File: config.mk
export PLATFORM = sky130hd
export DESIGN_NAME = swpr_seq
export DESIGN_NICKNAME = d
export VERILOG_FILES = /design/src/rtl/swpr_pkg.sv /design/src/rtl/swpr_seq.sv
export SDC_FILE = /design/constraint.sdc
export NUM_CORES = 1
export LEC_CHECK = 0
export BUFFER_PORTS_ARGS = -buffer_cell sky130_fd_sc_hd__buf_2
export CORE_MARGIN = 3
export CORE_UTILIZATION = 50
export DETAILED_ROUTE_END_ITERATION = 8
export PLACE_DENSITY = 0.78
export SLEW_MARGIN = 5
export SYNTH_ARGS = -nofsm -noshare
export SYNTH_HDL_FRONTEND = slang
export SYNTH_SLANG_ARGS = --single-unit
File: constraint.sdc
create_clock -name clock -period 3.6 [get_ports clock]
set_input_delay 0.18 -clock clock [delete_from_list [all_inputs] [get_ports clock]]
set_output_delay 0.18 -clock clock [all_outputs]
set_load 0.005 [all_outputs]
File: src/rtl/swpr_pkg.sv
// ---------------------------------------------------------------------------
// swpr_pkg: shared definitions for the sliding window peak rate block
// Ring geometry, field widths, status range and the structs passed between
// the sequencer, the ring memory and the top level.
// ---------------------------------------------------------------------------
package swpr_pkg;

   localparam int RING_DEPTH = 1024;
   localparam int IDX_W      = (RING_DEPTH > 1) ? $clog2(RING_DEPTH) : 1;
   localparam int COUNT_W    = $clog2(RING_DEPTH + 1);

   localparam int TIME_W     = 32;
   localparam int STATUS_W   = 10;
   localparam int OUT_CNT_W  = 11;
   localparam int TALLY_W    = 32;
   localparam int CSR_DATA_W = 32;
   localparam int CSR_ADDR_W = 3;

   localparam logic [STATUS_W-1:0] ERR_LOW  = STATUS_W'(500);
   localparam logic [STATUS_W-1:0] ERR_HIGH = STATUS_W'(599);

   // Register byte address of window_seconds.
   localparam logic [CSR_ADDR_W-1:0] REG_WINDOW = '0;

   typedef struct packed {
      logic              wr_en;
      logic [IDX_W-1:0]  wr_addr;
      logic [TIME_W-1:0] wr_data;
      logic              rd_en;
      logic [IDX_W-1:0]  rd_addr;
   } swpr_mem_req_type;

   typedef struct packed {
      logic [OUT_CNT_W-1:0] window_count;
      logic [OUT_CNT_W-1:0] peak_count;
      logic [TIME_W-1:0]    peak_start;
      logic [TIME_W-1:0]    peak_end;
      logic [TALLY_W-1:0]   server_error_count;
      logic                 overflowed;
   } swpr_result_type;

   function automatic logic [IDX_W-1:0] ring_next(input logic [IDX_W-1:0] idx);
      logic [IDX_W-1:0] nxt;
      nxt = (idx == IDX_W'(RING_DEPTH - 1)) ? '0 : IDX_W'(idx + 1'b1);
      return nxt;
   endfunction

endpackage

File: src/rtl/swpr_seq.sv
// ---------------------------------------------------------------------------
// swpr_seq: window sequencer
// Pushes each event into the ring, then pops old entries one compare at a
// time through the shared span unit, and finally updates the peak record.
// ---------------------------------------------------------------------------
module swpr_seq import swpr_pkg::*; (
   input  logic                clock,
   input  logic                reset,
   input  logic                in_valid,
   output logic                in_ready,
   input  logic [TIME_W-1:0]   in_time,
   input  logic [STATUS_W-1:0] in_status,
   input  logic [TIME_W-1:0]   window,
   output swpr_mem_req_type    mem_req,
   input  logic [TIME_W-1:0]   rd_data,
   input  logic                drop,
   output logic [TIME_W-1:0]   cmp_newest,
   output logic [TIME_W-1:0]   cmp_oldest,
   output logic [TIME_W-1:0]   cmp_window,
   input  logic                out_free,
   output logic                done,
   output swpr_result_type     result
);

   localparam logic [1:0] ST_IDLE = 2'd0;
   localparam logic [1:0] ST_LOAD = 2'd1;
   localparam logic [1:0] ST_CMP  = 2'd2;
   localparam logic [1:0] ST_FIN  = 2'd3;

   logic [1:0]         state_ff,  state_in;
   logic [TIME_W-1:0]  t_ff,      t_in;
   logic [TIME_W-1:0]  oldest_ff, oldest_in;
   logic [IDX_W-1:0]   head_ff,   head_in;
   logic [IDX_W-1:0]   tail_ff,   tail_in;
   logic [COUNT_W-1:0] live_ff,   live_in;
   logic [COUNT_W-1:0] best_ff,   best_in;
   logic [TIME_W-1:0]  first_ff,  first_in;
   logic [TIME_W-1:0]  last_ff,   last_in;
   logic [TALLY_W-1:0] tally_ff,  tally_in;
   logic               ovf_ff,    ovf_in;

   logic               accept;
   logic               full;
   logic               is_err;
   logic               better;

   assign in_ready   = (state_ff == ST_IDLE);
   assign accept     = in_valid && in_ready;
   assign full       = (live_ff == COUNT_W'(RING_DEPTH));
   assign is_err     = (in_status >= ERR_LOW) && (in_status <= ERR_HIGH);
   assign better     = (live_ff > best_ff);

   assign cmp_newest = t_ff;
   assign cmp_oldest = rd_data;
   assign cmp_window = window;

   always_comb begin
      state_in  = state_ff;
      t_in      = t_ff;
      oldest_in = oldest_ff;
      head_in   = head_ff;
      tail_in   = tail_ff;
      live_in   = live_ff;
      best_in   = best_ff;
      first_in  = first_ff;
      last_in   = last_ff;
      tally_in  = tally_ff;
      ovf_in    = ovf_ff;
      done      = 1'b0;

      mem_req.wr_en   = 1'b0;
      mem_req.wr_addr = tail_ff;
      mem_req.wr_data = in_time;
      mem_req.rd_en   = 1'b0;
      mem_req.rd_addr = head_ff;

      case (state_ff)
         ST_IDLE: begin
            if (accept) begin
               t_in = in_time;
               if (is_err && (tally_ff != '1)) begin
                  tally_in = tally_ff + 1'b1;
               end
               // A full ring loses its oldest entry; the new one overwrites it.
               if (full) begin
                  head_in = ring_next(head_ff);
                  ovf_in  = 1'b1;
                  live_in = live_ff;
               end else begin
                  live_in = live_ff + 1'b1;
               end
               mem_req.wr_en = 1'b1;
               tail_in       = ring_next(tail_ff);
               if (live_in > COUNT_W'(1)) begin
                  state_in = ST_LOAD;
               end else begin
                  oldest_in = in_time;
                  state_in  = ST_FIN;
               end
            end
         end
         ST_LOAD: begin
            mem_req.rd_en = 1'b1;
            state_in      = ST_CMP;
         end
         ST_CMP: begin
            if (drop) begin
               head_in = ring_next(head_ff);
               live_in = live_ff - 1'b1;
               if (live_ff == COUNT_W'(2)) begin
                  // Only the newest entry is left.
                  oldest_in = t_ff;
                  state_in  = ST_FIN;
               end else begin
                  state_in = ST_LOAD;
               end
            end else begin
               oldest_in = rd_data;
               state_in  = ST_FIN;
            end
         end
         ST_FIN: begin
            if (out_free) begin
               done = 1'b1;
               if (better) begin
                  best_in  = live_ff;
                  first_in = oldest_ff;
                  last_in  = t_ff;
               end
               state_in = ST_IDLE;
            end
         end
         default: begin
            state_in = ST_IDLE;
         end
      endcase

      result.window_count       = OUT_CNT_W'(live_ff);
      result.peak_count         = OUT_CNT_W'(best_in);
      result.peak_start         = first_in;
      result.peak_end           = last_in;
      result.server_error_count = tally_ff;
      result.overflowed         = ovf_ff;
   end

   always_ff @(posedge clock) begin
      if (reset) begin
         state_ff <= ST_IDLE;
         head_ff  <= '0;
         tail_ff  <= '0;
         live_ff  <= '0;
         best_ff  <= '0;
         first_ff <= '0;
         last_ff  <= '0;
         tally_ff <= '0;
         ovf_ff   <= 1'b0;
      end else begin
         state_ff <= state_in;
         head_ff  <= head_in;
         tail_ff  <= tail_in;
         live_ff  <= live_in;
         best_ff  <= best_in;
         first_ff <= first_in;
         last_ff  <= last_in;
         tally_ff <= tally_in;
         ovf_ff   <= ovf_in;
      end
   end

   always_ff @(posedge clock) begin
      t_ff      <= t_in;
      oldest_ff <= oldest_in;
   end

endmodule

==> run metrics <==
outcome complete, no violations; global-route wire length before repair between 60 and 70 mm; fin crit share between 90% and 100%; vias in the first global route approximately 12,000; kind of critical path flop to primary output; Synth area leaders dfxtp_1 (22%), edfxtp_1 (15%), mux2_2 (6.7%); Die W ~170 um; Cell Rows between 50 and 60; Post-Syn Area between 0.01 and 0.015 mm2; Max-Cap Viols 0; Total Die Area around 0.028 mm2; Ports approximately 380; final worst clock skew about 0.011 ns; area delta synth->final 16.39%; port bufs 315; overall routing resource usage between 20% and 30%; FMAX about 300 MHz; Vias per Instance between 6 and 7; dpl hpwl roughly 24 mm; largest area contributor in the netlist dfxtp_1; syn_nets around 1,600; Initial DRC Count ~1,300; Crit. End Element primary output; latest clock arrival within the worst-skew pair 0.52 ns; nets 1,788; area taken by multi-input logic gates roughly 0.0069 mm2; Sw Share between 40% and 50%; total congestion overflow 0; worst rel slew slack between 30% and 40%; Pins Over Slew Limit 0; core area between 0.02 and 0.03 mm2; final worst slack around 0.19 ns; final setup vio count 0; sequential share of power 32.8%; router iterations before antenna repair 5; Seq cells post-synth ~200; Required @ worst endpoint 3.42 ns; cell area after layout about 0.015 mm2; Max Root-Sink Buffers 3; H-tree levels 1; Layout fillers approximately 2,200; worst slew pin tran 1.022 ns; Final Hold Viols 0; unrepaired setup endpoints after global routing false; worst vdd ir between 0.0009 and 0.001 V; number of remaining DRC errors 0; Final GP Congestion a little over 0.9; CP startpoint kind flop; Leak Pwr 6.240 nW; sequential-to-total area share from yosys stat a little over a third; TritonCTS buffer count 25; Final min period around 3.4 ns; layout cell share with drive strength beyond 1 28.62%; fin util between 50% and 60%; largest net degree at the start of global routing 151; P_sw 4.494 mW; Cell Pwr Density approximately 670 mW/mm2; Gate Count Post-Synth between 1,000 and 1,500; WL/cell approximately 19 um; async set-reset flop share out of synthesis 0%; top cell type's share of synthesized area 21.77%; count of different cell masters after synthesis 61; commonest non-fill, non-tap cell in the layout buf_2; clock sinks just over 200; Hold Crit Class input pin to flop; Hold Slack approximately 0.057 ns; clock root buffer clkbuf_16; Power Internal 5.563 mW; commonest non-fill, non-tap cells in the layout buf_2 (314), dfxtp_1 (140), o21ai_0 (120); Synth Area per Inst roughly 8.7 um2; dpl ws just under 0.6 ns; crit path DAT between 3 and 4 ns; Worst-path clk slew 0.06 ns; Reg area approximately 0.0047 mm2; DR vias 12,510; DP Area ~0.014 mm2; Die H 167.0 um; Routed Antenna Nets 0; synth warn 0; clock network fraction of design power a little under a quarter; n_diodes 0; Setup TNS 0 ns; antenna violations before repair 0; Routed WL between 30 and 40 mm; Primary FF master, synth dfxtp_1; Starting Density around half; CTS tree done; critical path fanouts, max 29; combinational share of power 44.1%; count of flip-flops with a built-in enable after synthesis 64
-- power groups by stage --
stage	Clock [mW]	Sequential [mW]	Combinational, mW
finish	2.32	3.30	4.43
global route	2.45	3.36	4.79
CTS	2.36	3.29	4.37
detailed placement	0	3.33	4.34
global placement	0	3.32	4.36
floorplan	0	3.18	2.84
-- cell families (layout without fill, tap and decap cells) --
kind of cell    count (synthesis)  in the layout  share of synthesized area [%]
flops                         205            205                          36.60
mux                           116            116                          9.700
simple gates                  565            565                          24.91
buf+inv                       256            443                          10.42
xor+xnor                       19             19                          1.284
compound gates                311            311                          15.35
fa+ha+maj                      18             18                          1.737
-- through the flow --
step           cells  power (mW)
2_1_floorplan   1490       6.017
3_3_place_gp    1929       7.675
3_5_place_dp    1929       7.672
4_1_cts         2007       10.02
5_1_grt         2007       10.61
6_report        2007       10.06
-- worst paths after layout --
kind,startpoint,end,slack (ns),cells past startpoint
worst max-delay path,live_ff[7],result[61],0.19,8
worst min-delay path,rd_data[7],oldest_ff[7],0.06,3
worst max register to register,live_ff[2],oldest_ff[27],0.49,7
worst min register to register,ovf_ff,ovf_ff,0.48,2
-- Yosys cell counts, types with 25 or more instances --
cell type	number
nand3_1	102
o21ai_0	122
mux2_2	77
dfxtp_1	141
clkbuf_1	101
edfxtp_1	64
nand2_1	68
nor2_1	63
buf_4	97
a22oi_1	75
mux2i_1	39
nor3b_1	72
inv_1	25
a21oi_1	40
nor2b_1	72
nand4_1	94
-- per-layer routing --
layer  vias to the layer above  global-route usage (%)  part of all wire [%]
met1                      6032                   34.53                    42
li1                       5792                       -                     -
met4                         0                   9.110                   3.4
met2                       575                   44.30                    48
met5                         -                       0                     0
met3                       114                   3.679                   7.1
-- registers in the layout, indices dropped and copies added, names as in the netlist --
signal and flops:
oldest_ff 32, cmp_newest 32, ovf_ff 1, state_ff 2
head_ff 10, tally_ff 32, last_ff 32, tail_ff 10
best_ff 11, first_ff 32, live_ff 11
-- timing repair --
| action | CTS | global route |
|---|---|---|
| resized for setup | 0 | 2 |
| setup endpoints to repair | 0 | 65 |
| hold buffers | 33 | 0 |
| setup buffers | 0 | 0 |
| endpoints found under the hold margin | 53 | 0 |
-- layout make-up --
type	instances	share of cell area (%)
clock buffers	37	4.644
repair buffers	373	14.34
inverters	25	0.6219
well taps	330	2.737
multi-input cells	1029	45.93
flip-flops and latches	205	31.45
clock inverters	8	0.2737
-- critical path: stages, from the launching register on --
cell and delay [ns]:
dfxtp_1 0.72, ha_1 0.23, nand2_1 0.12, o211ai_1 0.32, nand2_4 0.09, a31oi_4 0.23
buf_4 0.44, mux2_2 0.41, buf_2 0.14
Note: power is estimated with default switching activity, not from simulation.
