<file path="src/rtl/swpr_pkg.sv">
// ---------------------------------------------------------------------------
// swpr_pkg: shared definitions for the sliding window peak rate block
// Ring geometry, field widths, status range and the structs passed between
// the sequencer, the ring memory and the top level.
// ---------------------------------------------------------------------------
package swpr_pkg;

   localparam int RING_DEPTH = 1024;
   localparam int IDX_W      = (RING_DEPTH > 1) ? $clog2(RING_DEPTH) : 1;
   localparam int COUNT_W    = $clog2(RING_DEPTH + 1);

   localparam int TIME_W     = 32;
   localparam int STATUS_W   = 10;
   localparam int OUT_CNT_W  = 11;
   localparam int TALLY_W    = 32;
   localparam int CSR_DATA_W = 32;
   localparam int CSR_ADDR_W = 3;

   localparam logic [STATUS_W-1:0] ERR_LOW  = STATUS_W'(500);
   localparam logic [STATUS_W-1:0] ERR_HIGH = STATUS_W'(599);

   // Register byte address of window_seconds.
   localparam logic [CSR_ADDR_W-1:0] REG_WINDOW = '0;

   typedef struct packed {
      logic              wr_en;
      logic [IDX_W-1:0]  wr_addr;
      logic [TIME_W-1:0] wr_data;
      logic              rd_en;
      logic [IDX_W-1:0]  rd_addr;
   } swpr_mem_req_type;

   typedef struct packed {
      logic [OUT_CNT_W-1:0] window_count;
      logic [OUT_CNT_W-1:0] peak_count;
      logic [TIME_W-1:0]    peak_start;
      logic [TIME_W-1:0]    peak_end;
      logic [TALLY_W-1:0]   server_error_count;
      logic                 overflowed;
   } swpr_result_type;

   function automatic logic [IDX_W-1:0] ring_next(input logic [IDX_W-1:0] idx);
      logic [IDX_W-1:0] nxt;
      nxt = (idx == IDX_W'(RING_DEPTH - 1)) ? '0 : IDX_W'(idx + 1'b1);
      return nxt;
   endfunction

endpackage

</file>
<file path="src/rtl/swpr_span_cmp.sv">
// ---------------------------------------------------------------------------
// swpr_span_cmp: shared span compare unit
// Computes newest minus oldest modulo 2^32 and flags spans above the window.
// ---------------------------------------------------------------------------
module swpr_span_cmp import swpr_pkg::*; (
   input  logic [TIME_W-1:0] newest,
   input  logic [TIME_W-1:0] oldest,
   input  logic [TIME_W-1:0] window,
   output logic              drop
);

   logic [TIME_W-1:0] span;

   // Wraparound is intended: an out-of-order timestamp gives a huge span.
   assign span = newest - oldest;
   assign drop = (span > window);

endmodule

</file>
<file path="config.mk">
export PLATFORM = sky130hd
export DESIGN_NAME = swpr_span_cmp
export DESIGN_NICKNAME = d
export VERILOG_FILES = /design/src/rtl/swpr_pkg.sv /design/src/rtl/swpr_span_cmp.sv
export SDC_FILE = /design/constraint.sdc
export NUM_CORES = 1
export LEC_CHECK = 0
export BUFFER_PORTS_ARGS = -buffer_cell sky130_fd_sc_hd__buf_4
export CAP_MARGIN = 20
export CORE_ASPECT_RATIO = 1.1
export CORE_UTILIZATION = 53
export DETAILED_ROUTE_END_ITERATION = 16
export GPL_TIMING_DRIVEN = 0
export PLACE_DENSITY = 0.88
export SLEW_MARGIN = 40
export SYNTH_ARGS = -nofsm -noshare
export SYNTH_HDL_FRONTEND = slang
export SYNTH_SLANG_ARGS = --single-unit
</file>
<file path="constraint.sdc">
create_clock -name vclk -period 5.6
set_input_delay 1.12 -clock vclk [all_inputs]
set_output_delay 1.12 -clock vclk [all_outputs]
set_load 0.1 [all_outputs]
</file>
==> impl_metrics.json, run 1 <==
{
  "die-width_um": 69.8,
  "initial_core_util_pct": 56.4,
  "seq_cell_count": 0,
  "antenna_found_initial": 0,
  "p_leak_nw": 2.08,
  "finalWorstSetupSlack_ns": 0.0738,
  "yosysWarningCount": 0,
  "dp.final_hpwl_um": 6300,
  "insertedDiodeCount": 0,
  "finalMaxSlewViolations": 0,
  "vias": 3106,
  "grt_pass1_vias": 2999,
  "synth_fp_nets": 548,
  "rows": 26,
  "top_library_cells_by_usage_in_the_layout_fill_and_taps_aside": "110 x sky130_fd_sc_hd__buf_4, 68 x sky130_fd_sc_hd__inv_1, 61 x sky130_fd_sc_hd__ha_1",
  "io-pin-count": 97,
  "fin_total_pwr_w": 0.000476,
  "combinationalPowerShare_pct": 100.0,
  "final_cells": 556,
  "seq_power_share_pct": 0,
  "endpoint_kind": "output pin",
  "finalWeightedCongestion": 0.947,
  "final_nets": 662,
  "required_ns": 4.48,
  "syn-cell-area_um2": 2680,
  "drt-vias-per-instance": 5.59,
  "count_of_final_setup_violators": 0,
  "crit_arrival_ns": 4.41,
  "route.detailed.drc": 0,
  "core_area_um2": 4750,
  "fillerInstances": 361,
  "final_period_minus_worst_setup_slack_ns": 5.53,
  "power.clock.fraction_pct": 0,
  "die-area_um2": 5340,
  "routed_wire_length_per_instance_um": 13.6,
  "crit_start": "newest[0]",
  "crit_path_start_kind": "input port",
  "worst_slew_margin_rel_pct": 72.2,
  "place_worst_setup_slack_ns": -0.285,
  "num-clock-buffers": 0,
  "timing.max_cap.violations": 0,
  "dpl.cell_count": 541,
  "netlist_instances": 388,
  "power.internal_w": 0.000232,
  "setup_total_negative_slack_ns": 0,
  "timing.fmax_mhz": 181,
  "status": "completed",
  "layout_worst_path_cycle_share_pct": 98.7,
  "worstHoldPathType": "in -> out",
  "sequential_element_share_of_the_synthesized_area_pct": 0,
  "tightest_slew_ns": 0.413,
  "layout-drive-gt1-share_pct": 29.2,
  "floorplan.die.height_um": 76.6,
  "switching_power_w": 0.000244,
  "count_of_cell_types_in_the_netlist": 52,
  "antenna_violation_net_count_after_detailed_routing": 0,
  "timing.critical_path.fanout_max": 5,
  "irDropWorstVdd_mv": 0.0842,
  "grt_remaining_overflow": 0,
  "drtPass1Iterations": 4,
  "timing.critical_path.to": "drop",
  "final-hold-violation-count": 0,
  "mostFrequentLayoutCell": "sky130_fd_sc_hd__buf_4",
  "first_pass_grt_wire_length_um": 12300,
  "avgSynthCellArea_um2": 6.90,
  "timing.setup.critical_path_class": "in -> out",
  "flow.area_growth_from_synthesis_pct": 38.9,
  "cts.hold.buffers_added": 0,
  "seq_area_um2": 0,
  "place.port_buffers": 97,
  "swShare_pct": 51.2,
  "drt_wl_total_um": 7560,
  "pwr_density_cell_nw_per_um2": 128,
  "hold_slack_ns": 2.98,
  "grt_usage_pct": 26.8,
  "dr.first_iter.drc_count": 146,
  "grt_max_degree": 11
}
==> synth_stat cells (all sizes together) (2+ instances only) <==
library cell	number	area share, %
nor2b	6	1.4
a211oi	3	0.84
ha	63	29
o211ai	3	1.0
o21a	9	2.5
o21ai	27	5.0
xor2	11	3.6
a21oi	41	7.7
buf	3	0.79
a21o	26	7.3
a21boi	3	0.84
o31a	3	0.98
clkbuf	4	0.56
nor3	2	0.37
nand2b	5	1.2
o21bai	4	1.1
and2	2	0.51
o2111ai	2	0.89
xnor2	16	5.2
nor3b	3	1.4
or2	2	0.47
o31ai	2	0.56
nor2	21	2.9
nand3	7	1.3
nand2	16	2.2
inv	69	9.7
nand4	15	3.5
or3	2	0.47
and3	3	0.89
==> worst min-delay path by stage <==
stage,startpoint,end,slack (ns),cells after the start
detailed placement,window[0],drop,3.05,6
global route,window[0],drop,3.00,6
CTS,window[0],drop,2.99,6
global placement,window[0],drop,3.03,6
finish,window[0],drop,2.98,6
floorplan,window[0],drop,2.91,4
==> worst max-delay path, stage by stage <==
cell,delay (ns)
sky130_fd_sc_hd__buf_4,0.11
sky130_fd_sc_hd__inv_1,0.06
sky130_fd_sc_hd__ha_2,0.20
sky130_fd_sc_hd__inv_1,0.07
sky130_fd_sc_hd__fa_2,0.36
sky130_fd_sc_hd__a21oi_2,0.19
sky130_fd_sc_hd__nor2_2,0.08
sky130_fd_sc_hd__o211ai_2,0.19
sky130_fd_sc_hd__a21bo_4,0.20
sky130_fd_sc_hd__nor3_1,0.06
sky130_fd_sc_hd__nor2_1,0.21
sky130_fd_sc_hd__xnor2_1,0.12
sky130_fd_sc_hd__ha_1,0.31
sky130_fd_sc_hd__nand4_1,0.22
sky130_fd_sc_hd__nor4_4,0.37
sky130_fd_sc_hd__o21ai_2,0.11
sky130_fd_sc_hd__a32oi_4,0.22
sky130_fd_sc_hd__buf_12,0.20
==> power by group through the flow <==
stage	combinational, W	sequential [W]	clock [W]
after floorplan	0.000305	0	0
after global placement	0.000416	0	0
after detailed placement	0.000428	0	0
after CTS	0.000450	0	0
after global routing	0.000530	0	0
final	0.000476	0	0
==> cell type report <==
class,count,area [um^2],area share (%)
well taps,56,70.1,1.88
multi-input cells,312,2490,67.1
inverters,69,262,7.03
repair buffers,112,857,23.0
plain buffers,7,36.3,0.975
==> metrics by stage <==
stage | cell area (um^2) | util, %
final | 3720 | 78.3
after global placement | 3510 | 73.9
after global routing | 3720 | 78.3
after floorplan | 2710 | -
after CTS | 3590 | 75.6
after detailed placement | 3510 | 73.9
==> metal layers <==
metal	track usage, %	wire length, um	up-vias
li1	-	-	1599
met4	4.60	176	0
met3	1.72	361	16
met2	53.1	3980	95
met5	0	0	-
met1	31.1	3040	1396
==> cell families after synthesis <==
logic type / after synthesis / synth area share, %
buffers and inverters: 76 / 11.0
adder cells (fa/ha/maj): 64 / 30.2
multiplexers: 1 / 0.374
AO/OA/AOI/OAI: 134 / 32.3
AND/OR/NAND/NOR: 86 / 17.3
XOR/XNOR: 27 / 8.83
==> repair_timing <==
| action | 4_1_cts | 5_1_grt |
|---|---|---|
| gates resized for setup | 12 | 17 |
| pin swaps | 4 | 22 |
| setup buffers | 5 | 10 |
| setup endpoints to repair | 1 | 1 |
Power figures use the tool's default switching activity.
==> inputs of run 2 (changes only) <==
--- a/config.mk
+++ b/config.mk
@@ -11,7 +11,9 @@
 export CORE_UTILIZATION = 53
 export DETAILED_ROUTE_END_ITERATION = 16
 export GPL_TIMING_DRIVEN = 0
+export MAX_ROUTING_LAYER = met4
 export PLACE_DENSITY = 0.88
+export SKIP_LAST_GASP = 1
 export SLEW_MARGIN = 40
 export SYNTH_ARGS = -nofsm -noshare
 export SYNTH_HDL_FRONTEND = slang
==> impl_metrics.json, run 2 (same netlist as run 1, synthesis figures left out) <==
{
  "status": "completed",
  "dr.first_iter.drc_count": 167,
  "count_of_final_setup_violators": 0,
  "num-clock-buffers": 0,
  "rsz0062_at_grt": "yes",
  "final_nets": 665,
  "place.port_buffers": 97,
  "required_ns": 4.48,
  "timing.max_cap.violations": 0,
  "cts.hold.buffers_added": 0,
  "worstHoldPathType": "in -> out",
  "crit_arrival_ns": 4.45,
  "pwr_density_cell_nw_per_um2": 130,
  "tightest_slew_ns": 0.381,
  "seq_cell_count": 0,
  "floorplan.die.height_um": 76.6,
  "final-hold-violation-count": 0,
  "mostFrequentLayoutCell": "sky130_fd_sc_hd__buf_4",
  "route.detailed.drc": 0,
  "drtPass1Iterations": 5,
  "grt_remaining_overflow": 0,
  "final_cells": 559,
  "die-area_um2": 5340,
  "grt_pass1_vias": 3096,
  "worst_slew_margin_rel_pct": 74.6,
  "grt_max_degree": 11,
  "top_library_cells_by_usage_in_the_layout_fill_and_taps_aside": "111 x sky130_fd_sc_hd__buf_4, 67 x sky130_fd_sc_hd__inv_1, 57 x sky130_fd_sc_hd__ha_1",
  "io-pin-count": 97,
  "initial_core_util_pct": 56.4,
  "crit_path_start_kind": "input port",
  "flow.area_growth_from_synthesis_pct": 42.8,
  "endpoint_kind": "output pin",
  "routed_wire_length_per_instance_um": 15.0,
  "hold_slack_ns": 3.04,
  "insertedDiodeCount": 0,
  "timing.setup.critical_path_class": "in -> out",
  "final_period_minus_worst_setup_slack_ns": 5.57,
  "die-width_um": 69.8,
  "antenna_violation_net_count_after_detailed_routing": 0,
  "grt_usage_pct": 28.2,
  "timing.fmax_mhz": 179,
  "finalWeightedCongestion": 0.951,
  "vias": 3245,
  "irDropWorstVdd_mv": 0.0927,
  "layout_worst_path_cycle_share_pct": 99.5,
  "dpl.cell_count": 541,
  "rows": 26,
  "drt-vias-per-instance": 5.81,
  "seq_area_um2": 0,
  "p_leak_nw": 2.11,
  "core_area_um2": 4750,
  "timing.critical_path.fanout_max": 7,
  "antenna_found_initial": 0,
  "first_pass_grt_wire_length_um": 12500,
  "drt_wl_total_um": 8380,
  "layout-drive-gt1-share_pct": 31.2,
  "finalMaxSlewViolations": 0,
  "dp.final_hpwl_um": 6410
}
[run 2: cell types whose count changed in the layout (fill, tap and decap cells not counted), sizes merged]
cell / change
buf: +2
clkbuf: +1
[run 2: timing repair]
action | 4_1_cts | 5_1_grt
setup buffers | 8 | 11
resized for setup | 15 | 33
pin swaps | 10 | 27
endpoints found under the setup margin | 1 | 1
[run 2: final timing paths]
| path | start | endpoint | slack [ns] | cells past startpoint |
|---|---|---|---|---|
| hold / removal | window[0] | drop | 3.04 | 6 |
| setup / recovery | oldest[8] | drop | 0.03 | 20 |
[run 2: final cells by class]
class	count	area, um^2
multi-input cells	312	2560
fillers	356	925
repair buffers	115	887
inverters	69	262
well taps	56	70.1
plain buffers	7	45.0
[run 2: metrics by stage]
step	worst slack (ns)	setup TNS, ns	total power, W	instance area, um^2	utilization (%)
6_report	0.0276	0	0.000498	3820	80.5
5_1_grt	-0.109	-0.109	0.000546	3820	80.5
4_1_cts	0.00646	0	0.000457	3620	76.2
3_5_place_dp	-0.351	-0.351	0.000432	3510	73.9
3_3_place_gp	-0.283	-0.283	0.000417	3510	73.9
2_1_floorplan	0.0128	0	0.000305	2710	-
[run 2: where the power goes]
part,internal (W),total [W],leakage (nW),switching [W]
sequential,0,0,0,0
combinational,0.000240,0.000498,2.11,0.000258
clock,0,0,0,0
[run 2: metal layers]
layer,vias up,track usage (%),share of wire (%)
li1,1608,-,-
met1,1476,30.4,39
met2,138,54.7,53
met3,23,1.19,5.1
met4,0,8.40,3.4
met5,-,-,0
[run 2: critical path, cell delays in order]
cell,delay [ns]
sky130_fd_sc_hd__buf_4,0.11
sky130_fd_sc_hd__inv_2,0.05
sky130_fd_sc_hd__ha_4,0.19
sky130_fd_sc_hd__buf_6,0.13
sky130_fd_sc_hd__a21o_1,0.19
sky130_fd_sc_hd__a21o_1,0.18
sky130_fd_sc_hd__a21o_1,0.17
sky130_fd_sc_hd__buf_4,0.15
sky130_fd_sc_hd__buf_4,0.12
sky130_fd_sc_hd__o31ai_2,0.31
sky130_fd_sc_hd__o21ai_0,0.18
sky130_fd_sc_hd__xor2_1,0.17
sky130_fd_sc_hd__ha_1,0.31
sky130_fd_sc_hd__a21o_1,0.18
sky130_fd_sc_hd__a21o_1,0.17
sky130_fd_sc_hd__a21oi_1,0.13
sky130_fd_sc_hd__o21ai_1,0.10
sky130_fd_sc_hd__a21oi_2,0.21
sky130_fd_sc_hd__a32oi_4,0.08
sky130_fd_sc_hd__buf_12,0.18
